$ cat config.mk
export PLATFORM = sky130hd
export DESIGN_NAME = qoi_image_encoder
export DESIGN_NICKNAME = d
export VERILOG_FILES = /design/src/hw/rtl/qoie_pkg.sv /design/src/hw/rtl/qoie_front.sv /design/src/hw/rtl/qoie_queue.sv /design/src/hw/rtl/qoie_back.sv /design/src/hw/rtl/qoi_image_encoder.sv
export SDC_FILE = /design/constraint.sdc
export NUM_CORES = 2
export LEC_CHECK = 0
export BUFFER_PORTS_ARGS = -buffer_cell sky130_fd_sc_hd__buf_2
export CAP_MARGIN = 40
export CORE_MARGIN = 2
export CORE_UTILIZATION = 51
export CTS_BUF_LIST = sky130_fd_sc_hd__clkbuf_2
export DETAILED_ROUTE_END_ITERATION = 16
export GPL_TIMING_DRIVEN = 1
export PLACE_DENSITY = 0.66
export SETUP_SLACK_MARGIN = 0.4
export SYNTH_ARGS = -nofsm -noshare
export SYNTH_HDL_FRONTEND = slang
export SYNTH_SLANG_ARGS = --single-unit
$ cat constraint.sdc
create_clock -name clk -period 8 [get_ports clk]
set_input_delay 1.6 -clock clk [delete_from_list [all_inputs] [get_ports clk]]
set_output_delay 1.6 -clock clk [all_outputs]
set_load 0.05 [all_outputs]
$ cat src/hw/rtl/qoie_pkg.sv
// Shared types, constants and the hash function of the QOI image encoder.
`timescale 1ns / 1ps
`default_nettype none

package qoie_pkg;

    // Seen-pixel table.
    localparam int TABLE_ENTRIES = 64;
    localparam int SLOT_W        = $clog2(TABLE_ENTRIES);

    // Run handling: a run is flushed at this many pixels.
    localparam int RUN_W     = 6;
    localparam int RUN_LIMIT = 62;

    // Chunk tags.
    localparam logic [7:0] TAG_INDEX = 8'h00;
    localparam logic [7:0] TAG_DIFF  = 8'h40;
    localparam logic [7:0] TAG_LUMA  = 8'h80;
    localparam logic [7:0] TAG_RUN   = 8'hC0;
    localparam logic [7:0] TAG_RGB   = 8'hFE;
    localparam logic [7:0] TAG_RGBA  = 8'hFF;

    // Previous pixel at the start of an image: black, opaque.
    localparam logic [31:0] PREV_RESET = 32'h0000_00FF;

    // Byte counts.
    localparam int CHUNK_MAX = 5;
    localparam int CLEN_W    = 3;
    localparam int END_BYTES = 8;
    localparam int POS_W     = 4;

    // Queue between the classifier and the byte emitter.
    localparam int QUEUE_DEPTH = 4;
    localparam int QPTR_W      = $clog2(QUEUE_DEPTH);

    // One input pixel.
    typedef struct packed {
        logic [7:0] red;
        logic [7:0] green;
        logic [7:0] blue;
        logic [7:0] alpha;
        logic       last_pixel;
    } pixel_t;

    // One byte of the coded stream.
    typedef struct packed {
        logic [7:0] out_byte;
        logic       last_byte;
    } code_t;

    // Everything one pixel emits: an optional run byte, a chunk of up to five
    // bytes and an optional end marker, in that order.
    typedef struct packed {
        logic                           run_vld;
        logic [7:0]                     run_byte;
        logic [CLEN_W-1:0]              chunk_len;
        logic [CHUNK_MAX-1:0][7:0]      chunk;
        logic                           end_mark;
    } op_t;

    // Hash slot (3r + 5g + 7b + 11a) mod 64; only the low six bits matter.
    function automatic logic [SLOT_W-1:0] hash_slot(input logic [31:0] pix);
        logic [SLOT_W-1:0] r6;
        logic [SLOT_W-1:0] g6;
        logic [SLOT_W-1:0] b6;
        logic [SLOT_W-1:0] a6;
        r6 = pix[24 +: SLOT_W];
        g6 = pix[16 +: SLOT_W];
        b6 = pix[8 +: SLOT_W];
        a6 = pix[0 +: SLOT_W];
        return r6 * SLOT_W'(3) + g6 * SLOT_W'(5) + b6 * SLOT_W'(7) + a6 * SLOT_W'(11);
    endfunction

endpackage

`default_nettype wire

$ cat src/hw/rtl/qoie_front.sv
// Front end: accepts pixels, tracks runs and the seen table, classifies chunks.
`timescale 1ns / 1ps
`default_nettype none

module qoie_front
    import qoie_pkg::*;
(
    input  wire logic   clk,
    input  wire logic   rst_n,
    input  wire logic   cfg_we,
    input  wire logic   cfg_wdata,
    input  wire logic   push,
    output logic        full,
    input  wire pixel_t pixel,
    input  wire logic   q_full,
    output logic        q_push,
    output op_t         q_op
);

    // Control state.
    logic                     alpha_mode_reg;
    logic                     s1_valid_reg;
    logic                     s1_valid_next;
    logic [31:0]              prev_reg;
    logic [31:0]              prev_next;
    logic [RUN_W-1:0]         run_reg;
    logic [RUN_W-1:0]         run_next;
    logic [TABLE_ENTRIES-1:0] vbits_reg;
    logic [TABLE_ENTRIES-1:0] vbits_next;

    // Stage payload.
    logic [31:0]              s1_pix_reg;
    logic                     s1_last_reg;
    logic [SLOT_W-1:0]        s1_slot_reg;
    logic [31:0]              rd_data_reg;
    logic                     byp_reg;
    logic [31:0]              byp_data_reg;
    logic                     tab_vld_reg;

    logic [31:0]              seen_mem [TABLE_ENTRIES];

    logic [31:0]              in_pix;
    logic [SLOT_W-1:0]        in_slot;
    logic                     accept;
    logic                     commit;
    logic                     needs_out;
    logic [7:0]               pa;
    logic [31:0]              prev_eff;
    logic                     same;
    logic [RUN_W-1:0]         run_inc;
    logic [RUN_W-1:0]         run_len;
    logic [RUN_W-1:0]         run_after;
    logic                     run_vld;
    logic [31:0]              tab_data;
    logic                     tab_hit;
    logic                     tab_we;
    logic [7:0]               dr_u;
    logic [7:0]               dg_u;
    logic [7:0]               db_u;
    logic signed [7:0]        dr;
    logic signed [7:0]        dg;
    logic signed [7:0]        db;
    logic signed [8:0]        drg;
    logic signed [8:0]        dbg;
    logic [7:0]               dr2;
    logic [7:0]               dg2;
    logic [7:0]               db2;
    logic [7:0]               dg32;
    logic [7:0]               drg8;
    logic [7:0]               dbg8;
    op_t                      op;

    assign in_pix  = {pixel.red, pixel.green, pixel.blue,
                      alpha_mode_reg ? pixel.alpha : 8'hFF};
    assign in_slot = hash_slot(in_pix);

    // Previous pixel as seen in the current mode.
    assign pa       = alpha_mode_reg ? prev_reg[7:0] : 8'hFF;
    assign prev_eff = {prev_reg[31:8], pa};
    assign same     = (s1_pix_reg == prev_eff);

    // Run bookkeeping.
    assign run_inc = run_reg + RUN_W'(1);
    always_comb
    begin
        if (same)
        begin
            run_len   = run_inc;
            run_vld   = (run_inc == RUN_W'(RUN_LIMIT)) || s1_last_reg;
            run_after = (run_inc == RUN_W'(RUN_LIMIT)) ? '0 : run_inc;
        end
        else
        begin
            run_len   = run_reg;
            run_vld   = (run_reg != '0);
            run_after = '0;
        end
    end

    // An entry not written since the image began holds zero.
    assign tab_data = byp_reg ? byp_data_reg : rd_data_reg;
    assign tab_hit  = ((tab_vld_reg ? tab_data : 32'h0) == s1_pix_reg);

    // Channel differences, wrapped to 8 bits.
    assign dr_u = s1_pix_reg[31:24] - prev_eff[31:24];
    assign dg_u = s1_pix_reg[23:16] - prev_eff[23:16];
    assign db_u = s1_pix_reg[15:8]  - prev_eff[15:8];
    assign dr   = signed'(dr_u);
    assign dg   = signed'(dg_u);
    assign db   = signed'(db_u);
    assign drg  = 9'(dr) - 9'(dg);
    assign dbg  = 9'(db) - 9'(dg);
    assign dr2  = dr_u + 8'd2;
    assign dg2  = dg_u + 8'd2;
    assign db2  = db_u + 8'd2;
    assign dg32 = dg_u + 8'd32;
    assign drg8 = dr_u - dg_u + 8'd8;
    assign dbg8 = db_u - dg_u + 8'd8;

    always_comb
    begin
        op           = '0;
        op.run_vld   = run_vld;
        op.run_byte  = TAG_RUN | {2'b00, run_len - RUN_W'(1)};
        op.end_mark  = s1_last_reg;
        if (!same)
        begin
            if (tab_hit)
            begin
                op.chunk_len = CLEN_W'(1);
                op.chunk[0]  = TAG_INDEX | {2'b00, s1_slot_reg};
            end
            else if (s1_pix_reg[7:0] != pa)
            begin
                op.chunk_len = CLEN_W'(5);
                op.chunk[0]  = TAG_RGBA;
                op.chunk[1]  = s1_pix_reg[31:24];
                op.chunk[2]  = s1_pix_reg[23:16];
                op.chunk[3]  = s1_pix_reg[15:8];
                op.chunk[4]  = s1_pix_reg[7:0];
            end
            else if (dr >= -8'sd2 && dr <= 8'sd1 && dg >= -8'sd2 && dg <= 8'sd1 &&
                     db >= -8'sd2 && db <= 8'sd1)
            begin
                op.chunk_len = CLEN_W'(1);
                op.chunk[0]  = TAG_DIFF | {2'b00, dr2[1:0], dg2[1:0], db2[1:0]};
            end
            else if (dg >= -8'sd32 && dg <= 8'sd31 && drg >= -9'sd8 && drg <= 9'sd7 &&
                     dbg >= -9'sd8 && dbg <= 9'sd7)
            begin
                op.chunk_len = CLEN_W'(2);
                op.chunk[0]  = TAG_LUMA | {2'b00, dg32[5:0]};
                op.chunk[1]  = {drg8[3:0], dbg8[3:0]};
            end
            else
            begin
                op.chunk_len = CLEN_W'(4);
                op.chunk[0]  = TAG_RGB;
                op.chunk[1]  = s1_pix_reg[31:24];
                op.chunk[2]  = s1_pix_reg[23:16];
                op.chunk[3]  = s1_pix_reg[15:8];
            end
        end
    end

    // A pixel that only extends a run produces nothing and never waits.
    assign needs_out = op.run_vld || (op.chunk_len != '0) || op.end_mark;
    assign commit    = s1_valid_reg && (!needs_out || !q_full);
    assign full      = s1_valid_reg && !commit;
    assign accept    = push && !full;
    assign q_push    = commit && needs_out;
    assign q_op      = op;
    assign tab_we    = commit && !same && !tab_hit;

    always_comb
    begin
        s1_valid_next = accept ? 1'b1 : (commit ? 1'b0 : s1_valid_reg);
        prev_next     = prev_reg;
        run_next      = run_reg;
        vbits_next    = vbits_reg;
        if (commit)
        begin
            if (s1_last_reg)
            begin
                prev_next  = PREV_RESET;
                run_next   = '0;
                vbits_next = '0;
            end
            else
            begin
                prev_next = s1_pix_reg;
                run_next  = run_after;
                if (tab_we)
                begin
                    vbits_next[s1_slot_reg] = 1'b1;
                end
            end
        end
    end

    always_ff @(posedge clk or negedge rst_n)
    begin
        if (!rst_n)
        begin
            alpha_mode_reg <= 1'b1;
            s1_valid_reg   <= 1'b0;
            prev_reg       <= PREV_RESET;
            run_reg        <= '0;
            vbits_reg      <= '0;
        end
        else
        begin
            if (cfg_we)
            begin
                alpha_mode_reg <= cfg_wdata;
            end
            s1_valid_reg <= s1_valid_next;
            prev_reg     <= prev_next;
            run_reg      <= run_next;
            vbits_reg    <= vbits_next;
        end
    end

    // Table lookup for the incoming pixel, with forwarding of the write made
    // by the pixel that leaves the stage at the same edge.
    always_ff @(posedge clk)
    begin
        if (accept)
        begin
            s1_pix_reg   <= in_pix;
            s1_last_reg  <= pixel.last_pixel;
            s1_slot_reg  <= in_slot;
            byp_reg      <= tab_we && (s1_slot_reg == in_slot);
            byp_data_reg <= s1_pix_reg;
            if (commit && s1_last_reg)
            begin
                tab_vld_reg <= 1'b0;
            end
            else if (tab_we && (s1_slot_reg == in_slot))
            begin
                tab_vld_reg <= 1'b1;
            end
            else
            begin
                tab_vld_reg <= vbits_reg[in_slot];
            end
        end
    end

    always_ff @(posedge clk)
    begin
        if (tab_we)
        begin
            seen_mem[s1_slot_reg] <= s1_pix_reg;
        end
        if (accept)
        begin
            rd_data_reg <= seen_mem[in_slot];
        end
    end

    a_run_bound: assert property (@(posedge clk) disable iff (!rst_n)
        run_reg < RUN_W'(RUN_LIMIT))
        else $error("run length reached the flush limit without a flush");

    a_image_end: assert property (@(posedge clk) disable iff (!rst_n)
        commit && s1_last_reg |=> run_reg == '0 && prev_reg == PREV_RESET && vbits_reg == '0)
        else $error("image state not cleared after the last pixel");

    a_stall_hold: assert property (@(posedge clk) disable iff (!rst_n)
        s1_valid_reg && !commit |=> s1_valid_reg && $stable(s1_pix_reg))
        else $error("stalled pixel lost or changed");

endmodule

`default_nettype wire

$ cat src/hw/rtl/qoie_queue.sv
// Short queue of chunk descriptors between the classifier and the byte emitter.
`timescale 1ns / 1ps
`default_nettype none

module qoie_queue
    import qoie_pkg::*;
(
    input  wire logic clk,
    input  wire logic rst_n,
    input  wire logic wr_en,
    input  wire op_t  wr_data,
    output logic      full,
    input  wire logic rd_en,
    output op_t       rd_data,
    output logic      empty
);

    op_t               mem_reg [QUEUE_DEPTH];
    logic [QPTR_W-1:0] wptr_reg;
    logic [QPTR_W-1:0] rptr_reg;
    logic [QPTR_W:0]   count_reg;
    logic              do_wr;
    logic              do_rd;

    assign full    = (count_reg == (QPTR_W+1)'(QUEUE_DEPTH));
    assign empty   = (count_reg == '0);
    assign do_wr   = wr_en && !full;
    assign do_rd   = rd_en && !empty;
    assign rd_data = mem_reg[rptr_reg];

    always_ff @(posedge clk or negedge rst_n)
    begin
        if (!rst_n)
        begin
            wptr_reg  <= '0;
            rptr_reg  <= '0;
            count_reg <= '0;
        end
        else
        begin
            if (do_wr)
            begin
                wptr_reg <= wptr_reg + QPTR_W'(1);
            end
            if (do_rd)
            begin
                rptr_reg <= rptr_reg + QPTR_W'(1);
            end
            if (do_wr && !do_rd)
            begin
                count_reg <= count_reg + (QPTR_W+1)'(1);
            end
            else if (do_rd && !do_wr)
            begin
                count_reg <= count_reg - (QPTR_W+1)'(1);
            end
        end
    end

    always_ff @(posedge clk)
    begin
        if (do_wr)
        begin
            mem_reg[wptr_reg] <= wr_data;
        end
    end

endmodule

`default_nettype wire

$ cat src/hw/rtl/qoie_back.sv
// Back end: expands chunk descriptors into stream bytes, one byte per cycle unless stalled.
`timescale 1ns / 1ps
`default_nettype none

module qoie_back
    import qoie_pkg::*;
(
    input  wire logic clk,
    input  wire logic rst_n,
    input  wire logic q_empty,
    input  wire op_t  q_op,
    output logic      q_pop,
    output logic      empty,
    input  wire logic pop,
    output code_t     code
);

    logic [POS_W-1:0] pos_reg;
    logic [POS_W-1:0] pos_next;
    logic             out_valid_reg;
    logic             out_valid_next;
    code_t            out_reg;

    logic [POS_W-1:0] total;
    logic [POS_W-1:0] k;
    logic [POS_W-1:0] e;
    logic [7:0]       cur_byte;
    logic             byte_last;
    logic             advance;

    assign total = POS_W'(q_op.run_vld) + POS_W'(q_op.chunk_len)
                 + (q_op.end_mark ? POS_W'(END_BYTES) : '0);
    assign k     = pos_reg - POS_W'(q_op.run_vld);
    assign e     = k - POS_W'(q_op.chunk_len);

    // Byte order: run byte, chunk bytes, then the end marker 00 x7, 01.
    always_comb
    begin
        if (q_op.run_vld && pos_reg == '0)
        begin
            cur_byte = q_op.run_byte;
        end
        else if (k < POS_W'(q_op.chunk_len))
        begin
            cur_byte = q_op.chunk[k[CLEN_W-1:0]];
        end
        else if (e == POS_W'(END_BYTES - 1))
        begin
            cur_byte = 8'h01;
        end
        else
        begin
            cur_byte = 8'h00;
        end
    end

    assign byte_last      = (pos_reg == total - POS_W'(1));
    assign advance        = !q_empty && (!out_valid_reg || pop);
    assign q_pop          = advance && byte_last;
    assign pos_next       = advance ? (byte_last ? '0 : pos_reg + POS_W'(1)) : pos_reg;
    assign out_valid_next = advance || (out_valid_reg && !pop);
    assign empty          = !out_valid_reg;
    assign code           = out_reg;

    always_ff @(posedge clk or negedge rst_n)
    begin
        if (!rst_n)
        begin
            pos_reg       <= '0;
            out_valid_reg <= 1'b0;
        end
        else
        begin
            pos_reg       <= pos_next;
            out_valid_reg <= out_valid_next;
        end
    end

    always_ff @(posedge clk)
    begin
        if (advance)
        begin
            out_reg.out_byte  <= cur_byte;
            out_reg.last_byte <= byte_last;
        end
    end

    a_pos_in_range: assert property (@(posedge clk) disable iff (!rst_n)
        !q_empty |-> pos_reg < total)
        else $error("byte position beyond the descriptor length");

    a_mid_entry: assert property (@(posedge clk) disable iff (!rst_n)
        pos_reg != '0 |-> !q_empty)
        else $error("byte position set with no descriptor waiting");

    a_keep_entry: assert property (@(posedge clk) disable iff (!rst_n)
        advance && !byte_last |=> !q_empty && pos_reg == $past(pos_reg) + POS_W'(1))
        else $error("descriptor left before all of its bytes were sent");

endmodule

`default_nettype wire

$ cat src/hw/rtl/qoi_image_encoder.sv
// Top level of the QOI image encoder: classifier, descriptor queue, byte emitter.
//
//   Channel   Direction  Handshake              Payload
//   pixel     in         push / full            pixel_t: red, green, blue, alpha, last_pixel
//   code      out        empty / pop            code_t: out_byte, last_byte
//   config    in         cfg_we                 cfg_wdata = alpha_mode
//
// The front accepts one pixel per cycle whenever its stage is free; a pixel
// is held in the stage register until its descriptor, if any, is queued, so pixels
// stream back to back while the queue has room. The back emits one byte per
// cycle from its output register while descriptors wait and the consumer pops, so
// the sustained rate is set by the byte count: at most fourteen bytes for a pixel that ends an image.
// The four-entry descriptor queue lets the two sides stall independently; full
// rises only when the queue is full and the staged pixel must emit bytes.
// Reset is asynchronous, active low, and takes effect at once: the seen table
// is marked empty through per-entry valid bits, with no clearing pass.
`timescale 1ns / 1ps
`default_nettype none

module qoi_image_encoder
    import qoie_pkg::*;
(
    input  wire logic   clk,
    input  wire logic   rst_n,
    input  wire logic   cfg_we,
    input  wire logic   cfg_wdata,
    input  wire logic   push,
    output logic        full,
    input  wire pixel_t pixel,
    output logic        empty,
    input  wire logic   pop,
    output code_t       code
);

    // Descriptor path between the front and the back.
    logic q_full;
    logic q_push;
    op_t  q_wr_op;
    logic q_empty;
    logic q_pop;
    op_t  q_rd_op;

    // The front holds the mode register, the previous pixel, the run counter
    // and the seen table, and turns each pixel that emits bytes into one descriptor.
    qoie_front u_front (
        .clk       (clk),
        .rst_n     (rst_n),
        .cfg_we    (cfg_we),
        .cfg_wdata (cfg_wdata),
        .push      (push),
        .full      (full),
        .pixel     (pixel),
        .q_full    (q_full),
        .q_push    (q_push),
        .q_op      (q_wr_op)
    );

    // Descriptors wait here until the back has sent the bytes before them.
    qoie_queue u_queue (
        .clk     (clk),
        .rst_n   (rst_n),
        .wr_en   (q_push),
        .wr_data (q_wr_op),
        .full    (q_full),
        .rd_en   (q_pop),
        .rd_data (q_rd_op),
        .empty   (q_empty)
    );

    // The back walks each descriptor one byte per transfer and marks the
    // final byte of every descriptor.
    qoie_back u_back (
        .clk     (clk),
        .rst_n   (rst_n),
        .q_empty (q_empty),
        .q_op    (q_rd_op),
        .q_pop   (q_pop),
        .empty   (empty),
        .pop     (pop),
        .code    (code)
    );

endmodule

`default_nettype wire
==> PnR_summary.wiki <==
{| class="wikitable"
! Metric !! Value
|-
| Antenna violations before repair || 28
|-
| Final RePlAce weighted congestion || between 0.8 and 0.9
|-
| Largest cells by area after synthesis || sky130_fd_sc_hd__edfxtp_1 71%, sky130_fd_sc_hd__mux4_2 16%, sky130_fd_sc_hd__dfrtp_1 2.7%, sky130_fd_sc_hd__ha_1 0.89%, sky130_fd_sc_hd__fa_1 0.74%
|-
| Worst Hold Margin || between 0.2 and 0.25 ns
|-
| Peak supply drop || just under 0.9 mV
|-
| Top cells by count, synth || 2,366 x sky130_fd_sc_hd__edfxtp_1, 719 x sky130_fd_sc_hd__mux4_2, 169 x sky130_fd_sc_hd__clkbuf_1
|-
| Slack of the critical path || ~1.4 ns
|-
| Post-synthesis simple-gate area fraction || approximately 2.5%
|-
| Yosys warning count || 0
|-
| HPWL after detailed placement || between 150,000 and 200,000 um
|-
| Share of synthesized area occupied by flip-flops and latches || between 70% and 80%
|-
| Routed met2 length || 127,000 um
|-
| Area of the core || about 190,000 um2
|-
| Post-synth top flop || sky130_fd_sc_hd__edfxtp_1
|-
| Fin util || roughly 57%
|-
| Worst slew margin || between 10% and 20%
|-
| Post-synthesis async set-or-reset flop share || under 10%
|-
| Antenna Nets Post-Route || 0
|-
| Post-synthesis xor/xnor area fraction || less than 1%
|-
| Initial core utilization || between 50% and 60%
|-
| GRT Util Overall || between 20 and 30%
|-
| Clk sink count || 2,482
|-
| Adder and majority cell fraction of the synthesized area || ~1.7%
|-
| Post-CTS setup buffers || 0
|-
| Average wire length per cell after detail routing || 32.9 um
|-
| Worst slew pin tran || about 1.3 ns
|-
| Sw Pwr || approximately 17 mW
|-
| Number of I/O pins || 50
|-
| Number of enable flip-flop cells after synthesis || 2,366
|-
| CP Launch Type || register
|-
| Filler instances || roughly 15,000
|-
| Total number of vias || 52,564
|-
| Switching Fraction || 38.4%
|-
| Final setup violation count || 0
|-
| Synth top area share || between 70% and 80%
|-
| Number of DRC violations after detailed routing || 0
|-
| Mean number of vias per cell || roughly 6.3
|-
| Signal arrival time at the worst endpoint || around 5 ns
|-
| Design Power || around 45 mW
|-
| Power per standard cell area || between 400 and 500 nW/um2
|-
| Layout cell share with drive strength beyond 1 || between 30% and 40%
|-
| Die area || between 150,000 and 200,000 um2
|-
| Number of distinct library cell variants in the gate-level netlist after synthesis || 88
|-
| Maximum clock path buffer count || 4
|-
| F_max || between 0.15 and 0.2 GHz
|-
| Hold Crit Class || input pin to register
|-
| Type of element capturing the critical path || output pin
|-
| 1st-iter DRT viols || ~7,100
|-
| Clock insertion delay at the later pin of the skew report || ~1.9 ns
|-
| Compound-gate portion of the synthesized area || 2.03%
|-
| Post-layout minimum cycle time || between 6 and 7 ns
|-
| Top cell type by total area after synthesis || sky130_fd_sc_hd__edfxtp_1
|-
| First-pass GRT wire length || ~390,000 um
|-
| Number of nets in the final layout || 5,500
|-
| Power share of the combinational group || a little under half
|-
| Drt first pass iters || 6
|-
| Die width || 446 um
|-
| Worst endpoint required time || ~6.4 ns
|-
| Setup TNS Final || 0 ns
|-
| Mux share of post-synthesis cell area || about 17%
|-
| Number of buffers created by CTS || 631
|-
| Met1 WL || 107,000 um
|-
| Most frequent cell after synthesis || sky130_fd_sc_hd__edfxtp_1
|-
| Instance count of the mapped netlist || between 4,000 and 5,000
|-
| Highest metal used || met5
|-
| Register clock-pin slew on the reported worst setup and hold paths || approximately 0.10 ns
|-
| Final Routed Wirelength || 275,000 um
|-
| Die height || roughly 450 um
|-
| CTS root buffer || sky130_fd_sc_hd__clkbuf_2
|-
| Final hold violation count || 0
|-
| LEAKAGE || around 37 nW
|-
| Number of standard-cell rows in the floorplan || 162
|-
| CTS resizes || 0
|-
| Number of flip-flops in the largest register || just over 2,000
|-
| Netlist area before placement || roughly 100,000 um2
|-
| Reg power frac || 36.3%
|-
| Multi-input logic area || about 25,000 um2
|-
| Largest net degree at the start of global routing || roughly 110
|-
| Final slew viol count || 0
|-
| Worst-path maximum fanout || 20
|-
| Worst Path Class, Setup || register to output pin
|-
| Number of input and output port buffers inserted || between 40 and 50
|-
| Post-Syn Area per Cell || 21.5 um2
|-
| Clock Skew || 0.235 ns
|-
| Sum of met3 wire segment lengths after detailed routing || around 32,000 um
|-
| Main combinational cell family by area after synthesis || multiplexers
|-
| Sequential Area || approximately 74,000 um2
|-
| Worst setup timing slack at the placement stage || slightly above 1 ns
|-
| RSZ-0062 raised after global routing || no
|-
| Share of total power in the clock network || 18.5%
|-
| Internal power || 27.6 mW
|-
| Clock tree from TritonCTS || done
|-
| Number of synthesized register bits || approximately 2,500
|-
| Net count of the mapped netlist || between 4,000 and 5,000
|-
| Final Cycle Share || 82.6%
|-
| Vias in the first global route || 51,808
|-
| Max-cap viol count || 0
|-
| Run status || completed
|-
| Overflow left after global routing || 0
|-
| # H-tree levels || 6
|-
| Signed area change from the synthesized netlist to the final layout || 11.2%
|}
## through the flow
stage	std cells	instance area (um2)
after global placement	7211	105000
final	8331	111000
after global routing	8326	111000
after floorplan	4642	99800
after CTS	8317	111000
after detailed placement	7227	105000
## cells in the final DEF (no fill, tap or decap), drive strengths merged, types with 7 or more instances in the layout
cell,instances
a211oi,15
a21o,8
a21oi,40
and2,21
and3,12
buf,278
bufinv,9
clkbuf,892
clkinv,139
dfrtp,107
dfstp,9
diode,14
dlygate4sd3,35
edfxtp,2366
fa,37
ha,71
inv,127
mux2,45
mux2i,61
mux4,719
nand2,113
nand2b,34
nand3,18
nand3b,22
nand4,16
nor2,100
nor2b,28
nor3,17
nor4,18
nor4b,7
o21a,70
o21ai,109
o31ai,12
or2,13
or3,7
or4b,9
xnor2,64
xor2,37
## layer usage
layer,global-route usage [%],vias to the layer above
li1,-,21086
met1,39.7,27784
met2,41.3,3245
met3,8.02,441
met4,10.1,8
met5,0,-
## worst paths after layout
kind / startpoint / end / slack (ns) / cells past startpoint
max in group asynchronous: rst_n / u_front.alpha_mode_reg / 6.44 / 4
hold reg to reg: u_front.prev_reg[3] / u_front.prev_reg[3] / 0.48 / 2
min in group asynchronous: rst_n / u_front.vbits_reg[9] / 0.26 / 2
setup / recovery: u_front.s1_pix_reg[6] / full / 1.39 / 10
hold / removal: pixel[3] / u_front.s1_pix_reg[2] / 0.24 / 2
setup reg to reg: u_front.s1_pix_reg[16] / u_queue.mem_reg[2][14] / 1.51 / 18
## critical path, stage by stage (launching register included)
cell                        delay [ns]
sky130_fd_sc_hd__edfxtp_1         0.69
sky130_fd_sc_hd__buf_4            0.36
sky130_fd_sc_hd__nand4bb_1        0.22
sky130_fd_sc_hd__o31ai_1          0.09
sky130_fd_sc_hd__a32oi_1          0.07
sky130_fd_sc_hd__or4_1            0.69
sky130_fd_sc_hd__nor2_2           0.23
sky130_fd_sc_hd__nand2_1          0.25
sky130_fd_sc_hd__nand3_1          0.28
sky130_fd_sc_hd__inv_1            0.06
sky130_fd_sc_hd__buf_2            0.21
## logic make-up (layout without fill, tap and decap cells)
kind of cell / Yosys count / in the layout
mux: 825 / 825
buf+inv: 351 / 1484
fa+ha+maj: 114 / 114
simple gates: 459 / 459
flops: 2482 / 2482
xor+xnor: 104 / 104
compound gates: 307 / 307
other cells: 0 / 14
## power by group through the flow
| stage | Sequential [mW] | Clock [mW] | Combinational, mW |
|---|---|---|---|
| 2_1_floorplan | 16.5 | 0 | 12.7 |
| 3_3_place_gp | 16.5 | 0 | 20.0 |
| 3_5_place_dp | 16.6 | 0 | 20.3 |
| 4_1_cts | 16.3 | 8.48 | 20.3 |
| 5_1_grt | 16.3 | 9.14 | 21.2 |
| 6_report | 16.3 | 8.29 | 20.3 |
## layout make-up
type	instances	area share, %
Sequential cell	2482	66.7
Multi-Input combinational cell	1809	22.6
Clock buffer	892	4.02
Tap cell	2542	2.87
Timing Repair Buffer	314	2.62
Clock inverter	163	0.811
Inverter	115	0.389
Antenna cell	14	0.0316
## timing repair
action	in CTS	in global routing
setup endpoints to repair	0	0
hold buffers	35	0
hold endpoints to repair	84	0
No activity file was read; power rests on OpenSTA's default activity.
